<file path="src/rtl/wpr_pkg.sv">
package wpr_pkg;

  // Default table depth.
  localparam int unsigned WPR_MAX_ENTRIES_DEF = 64;

  // Fixed field widths.
  localparam int unsigned WEIGHT_W = 32;
  localparam int unsigned POS_W    = 16;
  localparam int unsigned STATUS_W = 3;
  localparam int unsigned LEFT_W   = 7;

  typedef logic [STATUS_W-1:0] status_t;

  localparam status_t STS_OK       = 3'd0;
  localparam status_t STS_EMPTY    = 3'd1;
  localparam status_t STS_RANGE    = 3'd2;
  localparam status_t STS_OVERFLOW = 3'd3;
  localparam status_t STS_FULL     = 3'd4;

  // One stored table entry.
  typedef struct packed {
    logic [WEIGHT_W-1:0] weight;
    logic [POS_W-1:0]    position;
  } entry_t;

  typedef enum logic [2:0] {
    S_IDLE,
    S_DECIDE,
    S_SCAN,
    S_SHIFT,
    S_DONE
  } state_t;

  // Commands from the controller to the datapath.
  typedef struct packed {
    logic capture;
    logic decide;
    logic scan;
    logic shift;
    logic commit;
    logic publish;
  } cmd_t;

  // Status from the datapath to the controller.
  typedef struct packed {
    logic roll;
    logic remove;
    logic roll_go;
    logic hit;
    logic shift_done;
  } sts_t;

endpackage

</file>
<file path="src/rtl/wpr_dp.sv">
module wpr_dp #(
  parameter int unsigned MAX_ENTRIES = wpr_pkg::WPR_MAX_ENTRIES_DEF
) (
  input  logic                          clk,
  input  logic                          rst_n,
  input  logic                          in_action,
  input  logic [wpr_pkg::WEIGHT_W-1:0]  in_weight,
  input  logic                          in_first_of_set,
  input  logic [wpr_pkg::WEIGHT_W-1:0]  in_draw,
  input  logic                          in_remove_picked,
  input  wpr_pkg::cmd_t                 cmd,
  output wpr_pkg::sts_t                 sts,
  output logic [wpr_pkg::STATUS_W-1:0]  out_status,
  output logic [wpr_pkg::POS_W-1:0]     out_picked_position,
  output logic [wpr_pkg::LEFT_W-1:0]    out_entries_left,
  output logic [wpr_pkg::WEIGHT_W-1:0]  out_total_weight
);
  import wpr_pkg::*;

  localparam int unsigned AW = $clog2(MAX_ENTRIES);
  localparam int unsigned CW = $clog2(MAX_ENTRIES + 1);

  // Entry table, one write and one registered read per cycle.
  entry_t mem [MAX_ENTRIES];
  entry_t rdata_r;
  logic   wr_en;
  logic [AW-1:0] wr_addr;
  logic [AW-1:0] rd_addr;
  entry_t wr_data;

  // Captured item.
  logic                act_r, act_nxt;
  logic [WEIGHT_W-1:0] weight_r, weight_nxt;
  logic                first_r, first_nxt;
  logic [WEIGHT_W-1:0] draw_r, draw_nxt;
  logic                remove_r, remove_nxt;

  // Architectural state.
  logic [CW-1:0]       count_r, count_nxt;
  logic [WEIGHT_W-1:0] total_r, total_nxt;
  logic [POS_W-1:0]    next_pos_r, next_pos_nxt;
  logic                ovf_r, ovf_nxt;

  // Scan and compaction.
  logic [CW-1:0]       scan_idx_r, scan_idx_nxt;
  logic [AW-1:0]       chk_idx_r, chk_idx_nxt;
  logic                chk_vld_r, chk_vld_nxt;
  logic [WEIGHT_W-1:0] run_r, run_nxt;
  logic [WEIGHT_W-1:0] hit_w_r, hit_w_nxt;
  logic [CW-1:0]       shift_idx_r, shift_idx_nxt;
  logic                wr_pend_r, wr_pend_nxt;
  logic [AW-1:0]       wr_addr_r, wr_addr_nxt;

  // Result and output registers.
  status_t             res_status_r, res_status_nxt;
  logic [POS_W-1:0]    res_pick_r, res_pick_nxt;
  status_t             o_status_r, o_status_nxt;
  logic [POS_W-1:0]    o_pick_r, o_pick_nxt;
  logic [LEFT_W-1:0]   o_left_r, o_left_nxt;
  logic [WEIGHT_W-1:0] o_total_r, o_total_nxt;

  logic [CW-1:0]       eff_count;
  logic [WEIGHT_W-1:0] eff_total;
  logic                eff_ovf;
  logic [POS_W-1:0]    eff_pos;
  logic [WEIGHT_W:0]   load_sum;
  logic [WEIGHT_W:0]   scan_sum;
  logic                hit;
  logic                roll_go;
  logic                shift_more;

  // A first-of-set load sees an empty table.
  assign eff_count = first_r ? '0 : count_r;
  assign eff_total = first_r ? '0 : total_r;
  assign eff_ovf   = first_r ? 1'b0 : ovf_r;
  assign eff_pos   = first_r ? '0 : next_pos_r;

  assign load_sum   = {1'b0, eff_total} + {1'b0, weight_r};
  assign scan_sum   = {1'b0, run_r} + {1'b0, rdata_r.weight};
  assign hit        = chk_vld_r && ({1'b0, draw_r} <= scan_sum);
  assign roll_go    = !ovf_r && (count_r != '0) && (draw_r != '0) && (draw_r <= total_r);
  assign shift_more = shift_idx_r < count_r;

  assign sts.roll       = act_r;
  assign sts.remove     = remove_r;
  assign sts.roll_go    = roll_go;
  assign sts.hit        = hit;
  assign sts.shift_done = !shift_more && !wr_pend_r;

  always_comb begin
    act_nxt        = act_r;
    weight_nxt     = weight_r;
    first_nxt      = first_r;
    draw_nxt       = draw_r;
    remove_nxt     = remove_r;
    count_nxt      = count_r;
    total_nxt      = total_r;
    next_pos_nxt   = next_pos_r;
    ovf_nxt        = ovf_r;
    scan_idx_nxt   = scan_idx_r;
    chk_idx_nxt    = chk_idx_r;
    chk_vld_nxt    = chk_vld_r;
    run_nxt        = run_r;
    hit_w_nxt      = hit_w_r;
    shift_idx_nxt  = shift_idx_r;
    wr_pend_nxt    = wr_pend_r;
    wr_addr_nxt    = wr_addr_r;
    res_status_nxt = res_status_r;
    res_pick_nxt   = res_pick_r;
    o_status_nxt   = o_status_r;
    o_pick_nxt     = o_pick_r;
    o_left_nxt     = o_left_r;
    o_total_nxt    = o_total_r;

    // Compaction writes land in the cycle after their read.
    wr_en   = wr_pend_r;
    wr_addr = wr_addr_r;
    wr_data = rdata_r;
    rd_addr = scan_idx_r[AW-1:0];

    if (cmd.capture) begin
      act_nxt    = in_action;
      weight_nxt = in_weight;
      first_nxt  = in_first_of_set;
      draw_nxt   = in_draw;
      remove_nxt = in_remove_picked;
    end

    if (cmd.decide) begin
      scan_idx_nxt = '0;
      chk_vld_nxt  = 1'b0;
      run_nxt      = '0;
      res_pick_nxt = '0;
      if (!act_r) begin
        count_nxt    = eff_count;
        total_nxt    = eff_total;
        ovf_nxt      = eff_ovf;
        next_pos_nxt = eff_pos + 1'b1;
        if (eff_ovf) begin
          res_status_nxt = STS_OVERFLOW;
        end else if (weight_r == '0) begin
          res_status_nxt = STS_OK;
        end else if (eff_count >= CW'(MAX_ENTRIES)) begin
          res_status_nxt = STS_FULL;
        end else if (load_sum[WEIGHT_W]) begin
          ovf_nxt        = 1'b1;
          res_status_nxt = STS_OVERFLOW;
        end else begin
          wr_en          = 1'b1;
          wr_addr        = eff_count[AW-1:0];
          wr_data        = '{weight: weight_r, position: eff_pos};
          count_nxt      = eff_count + 1'b1;
          total_nxt      = load_sum[WEIGHT_W-1:0];
          res_status_nxt = STS_OK;
        end
      end else begin
        if (ovf_r) begin
          res_status_nxt = STS_OVERFLOW;
        end else if (count_r == '0) begin
          res_status_nxt = STS_EMPTY;
        end else if (!roll_go) begin
          res_status_nxt = STS_RANGE;
        end else begin
          res_status_nxt = STS_OK;
        end
      end
    end

    if (cmd.scan) begin
      scan_idx_nxt = scan_idx_r + 1'b1;
      chk_idx_nxt  = scan_idx_r[AW-1:0];
      chk_vld_nxt  = 1'b1;
      if (chk_vld_r) begin
        run_nxt = scan_sum[WEIGHT_W-1:0];
      end
      if (hit) begin
        res_pick_nxt  = rdata_r.position;
        hit_w_nxt     = rdata_r.weight;
        shift_idx_nxt = CW'(chk_idx_r) + CW'(1);
        wr_pend_nxt   = 1'b0;
      end
    end

    if (cmd.shift) begin
      rd_addr = shift_idx_r[AW-1:0];
      if (shift_more) begin
        shift_idx_nxt = shift_idx_r + 1'b1;
        wr_pend_nxt   = 1'b1;
        wr_addr_nxt   = AW'(shift_idx_r - 1'b1);
      end else begin
        wr_pend_nxt = 1'b0;
      end
    end

    if (cmd.commit) begin
      count_nxt = count_r - 1'b1;
      total_nxt = total_r - hit_w_r;
    end

    if (cmd.publish) begin
      o_status_nxt = res_status_r;
      o_pick_nxt   = res_pick_r;
      o_left_nxt   = LEFT_W'(count_r);
      o_total_nxt  = total_r;
    end
  end

  always_ff @(posedge clk) begin
    if (wr_en) begin
      mem[wr_addr] <= wr_data;
    end
    rdata_r <= mem[rd_addr];
  end

  always_ff @(posedge clk) begin
    if (!rst_n) begin
      count_r    <= '0;
      total_r    <= '0;
      next_pos_r <= '0;
      ovf_r      <= 1'b0;
      chk_vld_r  <= 1'b0;
      wr_pend_r  <= 1'b0;
    end else begin
      count_r    <= count_nxt;
      total_r    <= total_nxt;
      next_pos_r <= next_pos_nxt;
      ovf_r      <= ovf_nxt;
      chk_vld_r  <= chk_vld_nxt;
      wr_pend_r  <= wr_pend_nxt;
    end
  end

  always_ff @(posedge clk) begin
    act_r        <= act_nxt;
    weight_r     <= weight_nxt;
    first_r      <= first_nxt;
    draw_r       <= draw_nxt;
    remove_r     <= remove_nxt;
    scan_idx_r   <= scan_idx_nxt;
    chk_idx_r    <= chk_idx_nxt;
    run_r        <= run_nxt;
    hit_w_r      <= hit_w_nxt;
    shift_idx_r  <= shift_idx_nxt;
    wr_addr_r    <= wr_addr_nxt;
    res_status_r <= res_status_nxt;
    res_pick_r   <= res_pick_nxt;
    o_status_r   <= o_status_nxt;
    o_pick_r     <= o_pick_nxt;
    o_left_r     <= o_left_nxt;
    o_total_r    <= o_total_nxt;
  end

  assign out_status          = o_status_r;
  assign out_picked_position = o_pick_r;
  assign out_entries_left    = o_left_r;
  assign out_total_weight    = o_total_r;

  // The table never holds more entries than it has room for.
  a_count_bound: assert property (@(posedge clk) disable iff (!rst_n)
    count_r <= CW'(MAX_ENTRIES))
    else $error("entry count exceeds table depth");

  // Removal only ever follows a pick from a non-empty table.
  a_commit_nonempty: assert property (@(posedge clk) disable iff (!rst_n)
    cmd.commit |-> (count_r != '0) && !wr_pend_r)
    else $error("removal committed on empty table or with a write pending");

endmodule

</file>
<file path="src/rtl/wpr_ctrl.sv">
module wpr_ctrl (
  input  logic          clk,
  input  logic          rst_n,
  input  logic          in_valid,
  output logic          in_stall,
  output logic          out_valid,
  input  logic          out_stall,
  input  wpr_pkg::sts_t sts,
  output wpr_pkg::cmd_t cmd
);
  import wpr_pkg::*;

  state_t state_r, state_nxt;
  logic   out_vld_r, out_vld_nxt;
  logic   out_free;

  assign out_free = !out_vld_r || !out_stall;

  always_comb begin
    state_nxt = state_r;
    case (state_r)
      S_IDLE: begin
        if (in_valid) state_nxt = S_DECIDE;
      end
      S_DECIDE: begin
        if (sts.roll && sts.roll_go) state_nxt = S_SCAN;
        else                         state_nxt = S_DONE;
      end
      S_SCAN: begin
        if (sts.hit) state_nxt = sts.remove ? S_SHIFT : S_DONE;
      end
      S_SHIFT: begin
        if (sts.shift_done) state_nxt = S_DONE;
      end
      S_DONE: begin
        if (out_free) state_nxt = S_IDLE;
      end
      default: state_nxt = S_IDLE;
    endcase
  end

  always_comb begin
    cmd      = '0;
    in_stall = 1'b1;
    case (state_r)
      S_IDLE: begin
        in_stall    = 1'b0;
        cmd.capture = in_valid;
      end
      S_DECIDE: cmd.decide = 1'b1;
      S_SCAN:   cmd.scan   = 1'b1;
      S_SHIFT: begin
        cmd.shift  = 1'b1;
        cmd.commit = sts.shift_done;
      end
      S_DONE:   cmd.publish = out_free;
      default:  cmd = '0;
    endcase
  end

  always_comb begin
    if (cmd.publish)   out_vld_nxt = 1'b1;
    else if (out_stall) out_vld_nxt = out_vld_r;
    else               out_vld_nxt = 1'b0;
  end

  always_ff @(posedge clk) begin
    if (!rst_n) begin
      state_r   <= S_IDLE;
      out_vld_r <= 1'b0;
    end else begin
      state_r   <= state_nxt;
      out_vld_r <= out_vld_nxt;
    end
  end

  assign out_valid = out_vld_r;

  // An accepted item always moves straight on to its decision step.
  a_accept_decide: assert property (@(posedge clk) disable iff (!rst_n)
    (state_r == S_IDLE && in_valid) |=> state_r == S_DECIDE)
    else $error("accepted item did not reach decision step");

  // Publishing a result always presents it on the output.
  a_publish_valid: assert property (@(posedge clk) disable iff (!rst_n)
    cmd.publish |=> out_valid)
    else $error("published result not presented");

  // A finished removal always goes on to deliver its result.
  a_commit_done: assert property (@(posedge clk) disable iff (!rst_n)
    cmd.commit |=> state_r == S_DONE)
    else $error("removal commit not followed by result delivery");

endmodule

</file>
<file path="src/rtl/weighted_pick_with_removal.sv">
// A load or a rejected roll passes from its transfer through the decision step to the done step.
// A roll that picks table entry k also scans the entries up to k; a removal then closes the gap
// left by the picked entry, as the entries behind it move down one per cycle.
// Throughput: one item at a time; the next is taken once the previous has its result registered.
// Reset (rst_n, synchronous, active low) empties the table, clears the running total, the overflow
// flag and the position numbering; table contents are left as they are and no unwritten entry is used.
module weighted_pick_with_removal #(
  parameter int unsigned MAX_ENTRIES = wpr_pkg::WPR_MAX_ENTRIES_DEF
) (
  input  logic                          clk,
  input  logic                          rst_n,
  input  logic                          in_valid,
  output logic                          in_stall,
  input  logic                          in_action,
  input  logic [wpr_pkg::WEIGHT_W-1:0]  in_weight,
  input  logic                          in_first_of_set,
  input  logic [wpr_pkg::WEIGHT_W-1:0]  in_draw,
  input  logic                          in_remove_picked,
  output logic                          out_valid,
  input  logic                          out_stall,
  output logic [wpr_pkg::STATUS_W-1:0]  out_status,
  output logic [wpr_pkg::POS_W-1:0]     out_picked_position,
  output logic [wpr_pkg::LEFT_W-1:0]    out_entries_left,
  output logic [wpr_pkg::WEIGHT_W-1:0]  out_total_weight
);
  import wpr_pkg::*;

  // The controller sequences each item through its decision, the scan of the
  // table and, on request, the compaction that removes the picked entry. The
  // datapath holds the table in a single-port-read memory, the running totals
  // and the output register. An output register stands between the two
  // sides, so an item can be taken while the previous result still waits for
  // its transfer; only delivery of the next result then waits.

  cmd_t cmd;
  sts_t sts;

  wpr_ctrl u_ctrl (
    .clk       (clk),
    .rst_n     (rst_n),
    .in_valid  (in_valid),
    .in_stall  (in_stall),
    .out_valid (out_valid),
    .out_stall (out_stall),
    .sts       (sts),
    .cmd       (cmd)
  );

  // The scan reads one entry per cycle and checks it in the next cycle against
  // the running sum; the first entry whose cumulative range holds the draw is
  // the pick. Compaction reads entry j+1 and writes it to j on the next cycle.
  wpr_dp #(
    .MAX_ENTRIES (MAX_ENTRIES)
  ) u_dp (
    .clk                 (clk),
    .rst_n               (rst_n),
    .in_action           (in_action),
    .in_weight           (in_weight),
    .in_first_of_set     (in_first_of_set),
    .in_draw             (in_draw),
    .in_remove_picked    (in_remove_picked),
    .cmd                 (cmd),
    .sts                 (sts),
    .out_status          (out_status),
    .out_picked_position (out_picked_position),
    .out_entries_left    (out_entries_left),
    .out_total_weight    (out_total_weight)
  );

endmodule
</file>
<file path="config.mk">
export PLATFORM = sky130hd
export DESIGN_NAME = weighted_pick_with_removal
export DESIGN_NICKNAME = d
export VERILOG_FILES = /design/src/rtl/wpr_pkg.sv /design/src/rtl/wpr_dp.sv /design/src/rtl/wpr_ctrl.sv /design/src/rtl/weighted_pick_with_removal.sv
export SDC_FILE = /design/constraint.sdc
export NUM_CORES = 2
export LEC_CHECK = 0
export BUFFER_PORTS_ARGS = -buffer_cell sky130_fd_sc_hd__buf_2
export CORE_ASPECT_RATIO = 0.7
export CORE_UTILIZATION = 45
export DETAILED_ROUTE_END_ITERATION = 12
export PLACE_DENSITY = 0.65
export SLEW_MARGIN = 20
export SYNTH_ARGS = -nofsm -noshare
export SYNTH_HDL_FRONTEND = slang
export SYNTH_SLANG_ARGS = --single-unit
</file>
<file path="constraint.sdc">
create_clock -name clk -period 9.65 [get_ports clk]
set_clock_uncertainty 0.15 [all_clocks]
set_input_delay 0.4825 -clock clk [delete_from_list [all_inputs] [get_ports clk]]
set_output_delay 0.4825 -clock clk [all_outputs]
set_load 0.005 [all_outputs]
</file>
==> flow_metrics.env <==
export IMPL_viasPerCell=6.29
export IMPL_num_vias=75500
export IMPL_worst_path_most_repeated_cell="buf_4"
export IMPL_cts_resized=0
export IMPL_switching_share=0.378
export IMPL_fp_dieH_um=465
export IMPL_p_leak_nw=49.8
export IMPL_drt_iter0_drc=11800
export IMPL_maxCapViolCount=0
export IMPL_drc=0
export IMPL_final_max_slew_violation_count=0
export IMPL_core_area_um2=304000
export IMPL_cts_sinks=3415
export IMPL_grt_antenna_before_repair=30
export IMPL_crit_family="simple AND/OR/NAND/NOR gates"
export IMPL_crit_chain="buf_4, nor2_1, ha_1, inv_1, fa_1, nand2b_1, a21oi_1, o21ai_0, a211oi_4, o21ai_4, nand3_4, mux2i_1, nand2_1, nor2_4, buf_4"
export IMPL_syn_area_per_cell_um2=18.5
export IMPL_seqPwrFrac=0.387
export IMPL_fillers=24000
export IMPL_fin_crit_ps=7270
export IMPL_cts_htree_levels=5
export IMPL_cp_depth=15
export IMPL_cts_tree="done"
export IMPL_routabilityCongestion=0.918
export IMPL_layout_setup_ws_ps=2380
export IMPL_async_flop_share=0
export IMPL_setup_violations=0
export IMPL_drtAntennaViolNets=0
export IMPL_fmax_mhz=138
export IMPL_synth_seq_cells=3415
export IMPL_hold_class="in -> reg"
export IMPL_p_total_mw=53.3
export IMPL_intPower_mw=33.1
export IMPL_finalCritPeriodShare=0.754
export IMPL_initial_utilization=0.454
export IMPL_grt_max_degree=123
export IMPL_drt_wl_total_mm=392
export IMPL_yosysSeqAreaShare=0.731
export IMPL_critical_path_arrival_ps=7620
export IMPL_cts_root_buf="clkbuf_16"
export IMPL_synthCells=7453
export IMPL_hold_ws_ps=153
export IMPL_power_frac_comb=0.375
export IMPL_firstDrtPassIters=5
export IMPL_synth_ff_type="edfxtp_1"
export IMPL_grt_pass1_vias=72100
export IMPL_rows=169
export IMPL_regArea_um2=101000
export IMPL_numCtsBuffers=316
export IMPL_grt_pass1_wl_mm=552
export IMPL_hold_viol_final=0
export IMPL_grt_overflow_total=0
export IMPL_clk_pin_slew_worst_paths_ps=70
export IMPL_die_area_um2=309000
export IMPL_path_buf_inv=3
export IMPL_yosys_warnings=0
export IMPL_fin_util=0.510
export IMPL_final_cell_mix="edfxtp_1, mux4_2, nand2_1"
export IMPL_wl_per_cell_um=32.6
export IMPL_end_kind="flip-flop"
export IMPL_postCtsSetupRepairBufs=0
export IMPL_max_stage_delay_ps=1120
export IMPL_syn_nets=7700
export IMPL_crit_fanout=76
export IMPL_insertion_delay_ps=890
export IMPL_track_usage=0.250
export IMPL_hpwl_mm=240
export IMPL_powerDensity_nw_per_um2=344
export IMPL_pin_count=131
export IMPL_die_width_um=664
export IMPL_status="finished, final reports clean"
export IMPL_dp_slack_ps=2670
export IMPL_critPathKind="reg -> reg"
export IMPL_crit_path_start_kind="flip-flop"
export IMPL_pwr_share_clk=0.238
export IMPL_worst_slew_pin_slew_ps=1240
export IMPL_drive_gt1_frac=0.214
export IMPL_rsz0062_at_grt="no"
export IMPL_synth_area_um2=138000
export IMPL_multi_input_area_um2=35500
export IMPL_slew_headroom=0.171
export IMPL_cpMaxStageDelayCell="nor2_4"
export IMPL_ff2ff_path_depth=15
export IMPL_synth_edf_count=3250
export IMPL_whs_path_depth=2
export IMPL_crit_required_ps=10000
export IMPL_setup_tns_ps=0
export IMPL_cts_buffer_depth=4
export IMPL_final_common_cell="edfxtp_1"
export IMPL_switchingPower_mw=20.2
export IMPL_io_buffer_count=130
export IMPL_irDropWorstVdd_mv=0.389
export IMPL_area_delta_synth_final_pct=12.3
export IMPL_synth_cell_type_count=91
export IMPL_nets=7983
power by group through the flow:
stage               Clock (mW)  Sequential (mW)  Combinational (mW)
CTS                       12.8             20.6                19.8
finish                    12.7             20.7                20.0
global placement             0             20.9                19.4
floorplan                    0             20.6                11.8
global route              13.3             20.7                21.0
detailed placement           0             20.9                19.7
state kept, by name, summed over array words and instances (netlist names), 3 cells and up:
name and flops:
u_dp.res_pick_r 16, u_dp.count_r 7, u_dp.rdata_r 48, u_dp.scan_idx_r 6
u_dp.shift_idx_r 7, u_dp.total_r 32, u_dp.out_entries_left 7, u_dp.run_r 32
u_dp.chk_idx_r 6, u_ctrl.state_r 3, u_dp.wr_addr_r 6, u_dp.mem 3072
u_dp.hit_w_r 32, u_dp.res_status_r 3, u_dp.next_pos_r 16, u_dp.out_picked_position 16
u_dp.weight_r 32, u_dp.out_status 3, u_dp.draw_r 32, u_dp.out_total_weight 32
per-stage QoR:
step           instance area (um2)  cells
6_report                    155000  12000
5_1_grt                     155000  12000
4_1_cts                     155000  12000
3_5_place_dp                144000  11400
3_3_place_gp                144000  11400
2_1_floorplan               138000   7453
path summary, 6_finish.rpt:
| path | start | end | slack, ps |
|---|---|---|---|
| setup / recovery | u_dp.first_r | u_dp.mem[58][12] | 2380 |
| hold / removal | in_draw[15] | u_dp.draw_r[15] | 150 |
| setup reg to reg | u_dp.first_r | u_dp.mem[58][12] | 2380 |
| hold reg to reg | u_dp.res_status_r[2] | u_dp.out_status[2] | 280 |
layout make-up:
class | instances | share of cell area
repair buffers | 371 | 0.0189
clock inverters | 185 | 0.0124
inverters | 113 | 0.00274
diodes | 3 | 0.0000484
flip-flops and latches | 3415 | 0.651
clock buffers | 380 | 0.0539
well taps | 4018 | 0.0324
multi-input cells | 3519 | 0.229
logic make-up after synthesis:
logic type | Yosys count | synth area share
DFF | 3415 | 0.731
and+or+nand+nor | 1370 | 0.0462
AOI/OAI and AO/OA | 1084 | 0.0538
muxes | 791 | 0.127
buffers and inverters | 519 | 0.0195
adders and majority gates | 176 | 0.0161
xor gates and xnor gates | 98 | 0.00622
per-layer routing:
metal	global-route usage	up-vias	wire [um]
met5	0	-	58
met4	0.0692	10	11900
met3	0.0655	536	49000
met2	0.345	4507	165000
met1	0.389	39600	166000
li1	-	30800	-
what timing repair did:
action	4_1_cts	5_1_grt
endpoints found under the hold margin	78	0
setup endpoints to repair	0	0
hold buffers	69	0
synth_stat cells, drive strengths merged (9+ instances only):
master	number	area, um2
nand2	661	2500
nor3	35	180
a311oi	99	867
xnor2	50	438
mux2	9	101
a21oi	216	1100
buf	219	1540
nor2b	23	144
and3	20	125
a21o	67	503
mux4	768	17300
nand3	69	358
or3	17	106
mux2i	14	153
ha	173	2160
o21a	20	150
clkbuf	187	726
edfxtp	3250	97600
dfxtp	165	3300
and2	206	1290
o31ai	9	67.6
inv	113	424
nor2	209	802
a211oi	273	2060
nand4	37	231
o21ai	158	806
nor4	27	169
xor2	48	420
o21bai	16	120
a221oi	18	208
a31oi	120	751
o211ai	16	120
nand2b	38	238
No activity file was read; power rests on OpenSTA's default activity.
